===== src/sbec_pkg.sv =====
`timescale 1ns / 1ps
// Shared types, constants and codes for the scored budget evicting cache.
// No dependencies.
package sbec_pkg;

    localparam int ENTRIES_DEF  = 16;
    localparam int KEY_BITS_DEF = 48;

    localparam int FUNC_W     = 3;
    localparam int KEY_W      = 48;
    localparam int HANDLE_W   = 32;
    localparam int BYTES_W    = 32;
    localparam int PRIO_W     = 16;
    localparam int TICK_W     = 32;
    localparam int RES_W      = 36;
    localparam int WEIGHT_W   = 16;
    localparam int LIMIT_W    = 5;
    localparam int STATUS_W   = 2;
    localparam int CFG_IDX_W  = 2;
    localparam int CFG_DATA_W = 36;
    localparam int PEN_W      = WEIGHT_W + TICK_W;
    localparam int SCORE_W    = PEN_W + 2;
    localparam int MAX_EVICT  = 16;
    localparam int EVC_W      = $clog2(MAX_EVICT + 1);
    localparam int EVQ_IW     = $clog2(MAX_EVICT);

    localparam logic [FUNC_W-1:0] FN_PUT     = 3'd0;
    localparam logic [FUNC_W-1:0] FN_TOUCH   = 3'd1;
    localparam logic [FUNC_W-1:0] FN_LOOKUP  = 3'd2;
    localparam logic [FUNC_W-1:0] FN_PROTECT = 3'd3;
    localparam logic [FUNC_W-1:0] FN_EVICT   = 3'd4;
    localparam logic [FUNC_W-1:0] FN_TICK    = 3'd5;

    localparam logic [STATUS_W-1:0] STAT_OK   = 2'd0;
    localparam logic [STATUS_W-1:0] STAT_MISS = 2'd1;
    localparam logic [STATUS_W-1:0] STAT_FULL = 2'd2;

    localparam logic [CFG_IDX_W-1:0] CFG_BUDGET = 2'd0;
    localparam logic [CFG_IDX_W-1:0] CFG_LIMIT  = 2'd1;
    localparam logic [CFG_IDX_W-1:0] CFG_WEIGHT = 2'd2;

    localparam logic [RES_W-1:0]    BUDGET_RST = 36'd268435456;
    localparam logic [LIMIT_W-1:0]  LIMIT_RST  = 5'd16;
    localparam logic [WEIGHT_W-1:0] WEIGHT_RST = 16'd256;

    typedef enum logic [3:0] {
        ST_IDLE,
        ST_LOOK,
        ST_SEL,
        ST_EXEC,
        ST_FIN,
        ST_OUT,
        ST_EV_CHK,
        ST_SCAN,
        ST_DRAIN,
        ST_REMOVE,
        ST_EV_END,
        ST_EV_RD,
        ST_EV_LD
    } fsm_state_t;

    typedef enum logic [3:0] {
        CMD_NONE,
        CMD_CAPTURE,
        CMD_LOOK,
        CMD_SEL,
        CMD_EXEC,
        CMD_FIN,
        CMD_SCAN_START,
        CMD_SCAN,
        CMD_REMOVE,
        CMD_EV_NULL,
        CMD_EV_RD,
        CMD_EV_LD,
        CMD_POP
    } dp_cmd_t;

    typedef struct packed {
        logic in_is_evict;
        logic over;
        logic evict_cap;
        logic best_found;
        logic n_zero;
        logic scan_last;
        logic out_last;
    } dp_stat_t;

endpackage


===== src/sbec_ctrl.sv =====
`timescale 1ns / 1ps
// Sequencer of the cache: steps the datapath through lookup, update and evict scans.
// Depends on sbec_pkg.
module sbec_ctrl
    import sbec_pkg::*;
(
    input  logic     clk,
    input  logic     rst_n,
    input  logic     in_valid,
    output logic     in_ready,
    output logic     out_valid,
    input  logic     out_ready,
    input  dp_stat_t stat,
    output dp_cmd_t  cmd
);

    fsm_state_t state_reg, state_next;
    logic       drain_reg, drain_next;

    always_ff @(posedge clk or negedge rst_n)
    begin
        if (!rst_n)
        begin
            state_reg <= ST_IDLE;
            drain_reg <= 1'b0;
        end
        else
        begin
            state_reg <= state_next;
            drain_reg <= drain_next;
        end
    end

    always_comb
    begin
        state_next = state_reg;
        drain_next = 1'b0;
        case (state_reg)
            ST_IDLE:
            begin
                if (in_valid)
                    state_next = stat.in_is_evict ? ST_EV_CHK : ST_LOOK;
            end
            ST_LOOK:   state_next = ST_SEL;
            ST_SEL:    state_next = ST_EXEC;
            ST_EXEC:   state_next = ST_FIN;
            ST_FIN:    state_next = ST_OUT;
            ST_OUT:
            begin
                if (out_ready)
                    state_next = stat.out_last ? ST_IDLE : ST_EV_RD;
            end
            ST_EV_CHK:
            begin
                state_next = (stat.over && !stat.evict_cap) ? ST_SCAN : ST_EV_END;
            end
            ST_SCAN:
            begin
                if (stat.scan_last)
                    state_next = ST_DRAIN;
            end
            ST_DRAIN:
            begin
                drain_next = !drain_reg;
                if (drain_reg)
                    state_next = ST_REMOVE;
            end
            ST_REMOVE: state_next = stat.best_found ? ST_EV_CHK : ST_EV_END;
            ST_EV_END: state_next = stat.n_zero ? ST_OUT : ST_EV_RD;
            ST_EV_RD:  state_next = ST_EV_LD;
            ST_EV_LD:  state_next = ST_OUT;
            default:   state_next = ST_IDLE;
        endcase
    end

    always_comb
    begin
        in_ready  = (state_reg == ST_IDLE);
        out_valid = (state_reg == ST_OUT);
        cmd       = CMD_NONE;
        case (state_reg)
            ST_IDLE:   cmd = in_valid ? CMD_CAPTURE : CMD_NONE;
            ST_LOOK:   cmd = CMD_LOOK;
            ST_SEL:    cmd = CMD_SEL;
            ST_EXEC:   cmd = CMD_EXEC;
            ST_FIN:    cmd = CMD_FIN;
            ST_OUT:    cmd = (out_ready && !stat.out_last) ? CMD_POP : CMD_NONE;
            ST_EV_CHK: cmd = (stat.over && !stat.evict_cap) ? CMD_SCAN_START : CMD_NONE;
            ST_SCAN:   cmd = CMD_SCAN;
            ST_REMOVE: cmd = stat.best_found ? CMD_REMOVE : CMD_NONE;
            ST_EV_END: cmd = stat.n_zero ? CMD_EV_NULL : CMD_NONE;
            ST_EV_RD:  cmd = CMD_EV_RD;
            ST_EV_LD:  cmd = CMD_EV_LD;
            default:   cmd = CMD_NONE;
        endcase
    end

endmodule


===== config.mk =====
export PLATFORM = sky130hd
export DESIGN_NAME = sbec_ctrl
export DESIGN_NICKNAME = d
export VERILOG_FILES = /design/src/sbec_pkg.sv /design/src/sbec_ctrl.sv
export SDC_FILE = /design/constraint.sdc
export NUM_CORES = 1
export LEC_CHECK = 0
export ABC_AREA = 0
export BUFFER_PORTS_ARGS = -buffer_cell sky130_fd_sc_hd__buf_2
export CAP_MARGIN = 0
export CORE_MARGIN = 2
export CORE_UTILIZATION = 40
export CTS_CLUSTER_SIZE = 24
export DETAILED_ROUTE_END_ITERATION = 8
export GPL_ROUTABILITY_DRIVEN = 1
export SYNTH_ARGS = -nofsm -noshare
export SYNTH_HDL_FRONTEND = slang
export SYNTH_SLANG_ARGS = --single-unit

===== constraint.sdc =====
create_clock -name clk -period 1.6 [get_ports clk]
set_input_delay 0.16 -clock clk [delete_from_list [all_inputs] [get_ports clk]]
set_output_delay 0.16 -clock clk [all_outputs]
set_load 0.05 [all_outputs]

==> metrics <==
Area contributors post-synth dfrtp_1 22%, a21oi_1 7.9%, nor3_1 4.4%; DR vias 753; Synth area leader dfrtp_1; All-Layer GR Usage 23.4%; Final Max Slew Viols 0; post-route ant nets 0; Synth warnings 0; Final Worst Setup Slack -112 ps; outcome complete, but fails checks; fraction of power consumed by sequential logic 11.1%; core area 1320 um^2; Mapped Area 569 um^2; clock sink count 5; CTS Buffer Depth 2; root buf cell clkbuf_4; hold crit path type primary input to register; CTS HTree Levels 1; Skew-Pair Late Insertion Delay 260 ps; syn_nets 86; Clock Skews 6.64 ps; RSZ-0062 raised after global routing true; Site Rows 13; flops & latches, synth 5; first-pass GRT wire length 3.06 mm; share of the synthesized area in the top cell type 22.0%; Critical Path RT 1440 ps; port bufs 16; Final Critical Period 1710 ps; Clock Power Share 6.1%; routability cong. 0.857; DIE WIDTH 41.7 um; Starting Density 43.2%; Max-Cap Viols 0; placed insts 116; final hold slack 154 ps; Ant. Diodes 0; die height 41.7 um; WL/cell 15.8 um; I/O Pins 17; CP Max Fanout 7; Period Utilization, post-route 107%; Psw 0.00129 W; Critical Path Start Type register; Sw Share 50.8%; vias in the first global route 649; Gate Count Post-Synth 75; Slew HR 72.8%; Finished Layout Cells 131; failing checks setup timing; Die Area 1740 um^2; total congestion overflow 0; final setup fails 4; DRT iter0 DRCs 22; DRC 0; initial antenna violation count 0; Pre-Repair DR Iteration Count 4; Area after DPL 767 um^2; area delta synth->final 76.3%; Comb power frac 82.8%; CTS tree done; final-report hold violation count 0; largest net degree at the start of global routing 11; Least-Margin Pin Slew 404 ps; Vias/cell 5.75; Core Util, Final 76.2%; CTS buffer count 3; Detailed Place HPWL 1.31 mm; Setup crit end kind output pin; nets 128; clk slew on worst S/H paths 50 ps; share of layout cells above drive strength 1 60.3%; syn avg cell area 7.59 um^2; final wirelength 2.07 mm; pwr dens 2540 nW/um^2; CP arrival 1550 ps; Finished Cell Area 1000 um^2; sequential element share of the synthesized area 22.0%; Setup CP Type register to output pin; design internal power 0.00125 W; Max Freq 584 MHz; Yosys cell types 34; Largest register FFs 4; Worst VDD drop 1330 uV; Leakage Power 0.440 nW
kinds of logic (layout without fill, tap and decap cells):
logic type             after synthesis  count (layout)  synth area share (%)
AOI/OAI and AO/OA                   35              35                  43.5
buffers and inverters               12              53                  10.8
DFF                                  5               5                  22.0
and+or+nand+nor                     22              22                  21.8
muxes                                1               1                  1.98
final cells by class:
type / instances / area, um^2
Fill cell: 97 / 314
Clock buffer: 4 / 26.3
Multi-Input combinational cell: 58 / 467
Inverter: 5 / 21.3
Sequential cell: 5 / 129
Timing Repair Buffer: 44 / 342
Tap cell: 15 / 18.8
timing repair:
item,in CTS,in global routing
buffers inserted,6,4
setup endpoints to repair,6,9
hold buffers,1,0
endpoints found under the hold margin,5,0
gates resized for setup,21,11
pin swaps,0,3
layout by cell type, fill, tap and decap left out, types with 2 or more instances in the layout:
cell type / n
nor3_2: 2
nand2_1: 4
clkbuf_4: 3
inv_2: 3
a31oi_1: 2
dfrtp_1: 2
o21ai_1: 4
nand2b_1: 3
nor3_4: 2
dfrtp_2: 3
buf_4: 25
nor3_1: 2
o21ai_0: 3
nor2_1: 5
o21ai_2: 2
buf_2: 10
a21oi_1: 8
a31o_1: 2
buf_6: 7
o22ai_1: 2
power groups by stage:
stage               clock network [W]  logic, W  registers [W]
detailed placement                  0   0.00157       0.000268
finish                       0.000154   0.00211       0.000283
global route                 0.000158   0.00224       0.000292
global placement                    0   0.00157       0.000267
floorplan                           0   0.00117       0.000214
CTS                          0.000153   0.00187       0.000274
cell usage after synthesis:
master    instances
a211oi_1          1
a21o_1            1
a21oi_1           9
a221oi_1          1
a221oi_2          1
a22oi_1           1
a31o_1            2
a31oi_1           2
a32o_1            1
buf_2             4
buf_4             1
buf_6             1
clkbuf_1          1
dfrtp_1           5
inv_1             1
inv_2             4
mux2_2            1
nand2_1           4
nand2b_1          3
nand2b_4          1
nand3_1           1
nor2_1            5
nor3_1            5
nor3_2            1
o211ai_1          1
o21ai_0           4
o21ai_1           5
o21bai_1          1
o21bai_4          1
o22ai_1           2
o32ai_1           1
o32ai_2           1
or2_1             1
or3_4             1
critical path: stages, from the launching register on:
cell and delay [ps]:
dfrtp_2 440, o21ai_0 370, a221oi_4 110, a21o_2 230, buf_8 150
stage by stage:
stage	total power (W)	TNS [ps]	setup WS [ps]
2_1_floorplan	0.00138	-37.5	-37.5
3_3_place_gp	0.00183	0	15.1
3_5_place_dp	0.00184	0	19.1
4_1_cts	0.00230	-108	-49.2
5_1_grt	0.00269	-477	-133
6_report	0.00254	-243	-112
final timing paths:
path	start	endpoint	slack, ps	cells after the start
setup / recovery	state_reg[1]	cmd[3]	-110	4
min in group asynchronous	rst_n	state_reg[0]	240	2
setup reg to reg	state_reg[0]	state_reg[3]	40	7
hold / removal	stat[1]	state_reg[1]	150	2
hold reg to reg	drain_reg	drain_reg	460	1
max in group asynchronous	rst_n	state_reg[3]	1210	2
metal layers:
| layer | up-vias | global-route usage [%] | wire length [um] |
|---|---|---|---|
| li1 | 366 | - | - |
| met1 | 356 | 30.0 | 922 |
| met2 | 26 | 38.4 | 1050 |
| met3 | 5 | 1.30 | 59 |
| met4 | 0 | 13.5 | 43 |
| met5 | - | 0 | 0 |
Power figures use the tool's default switching activity.
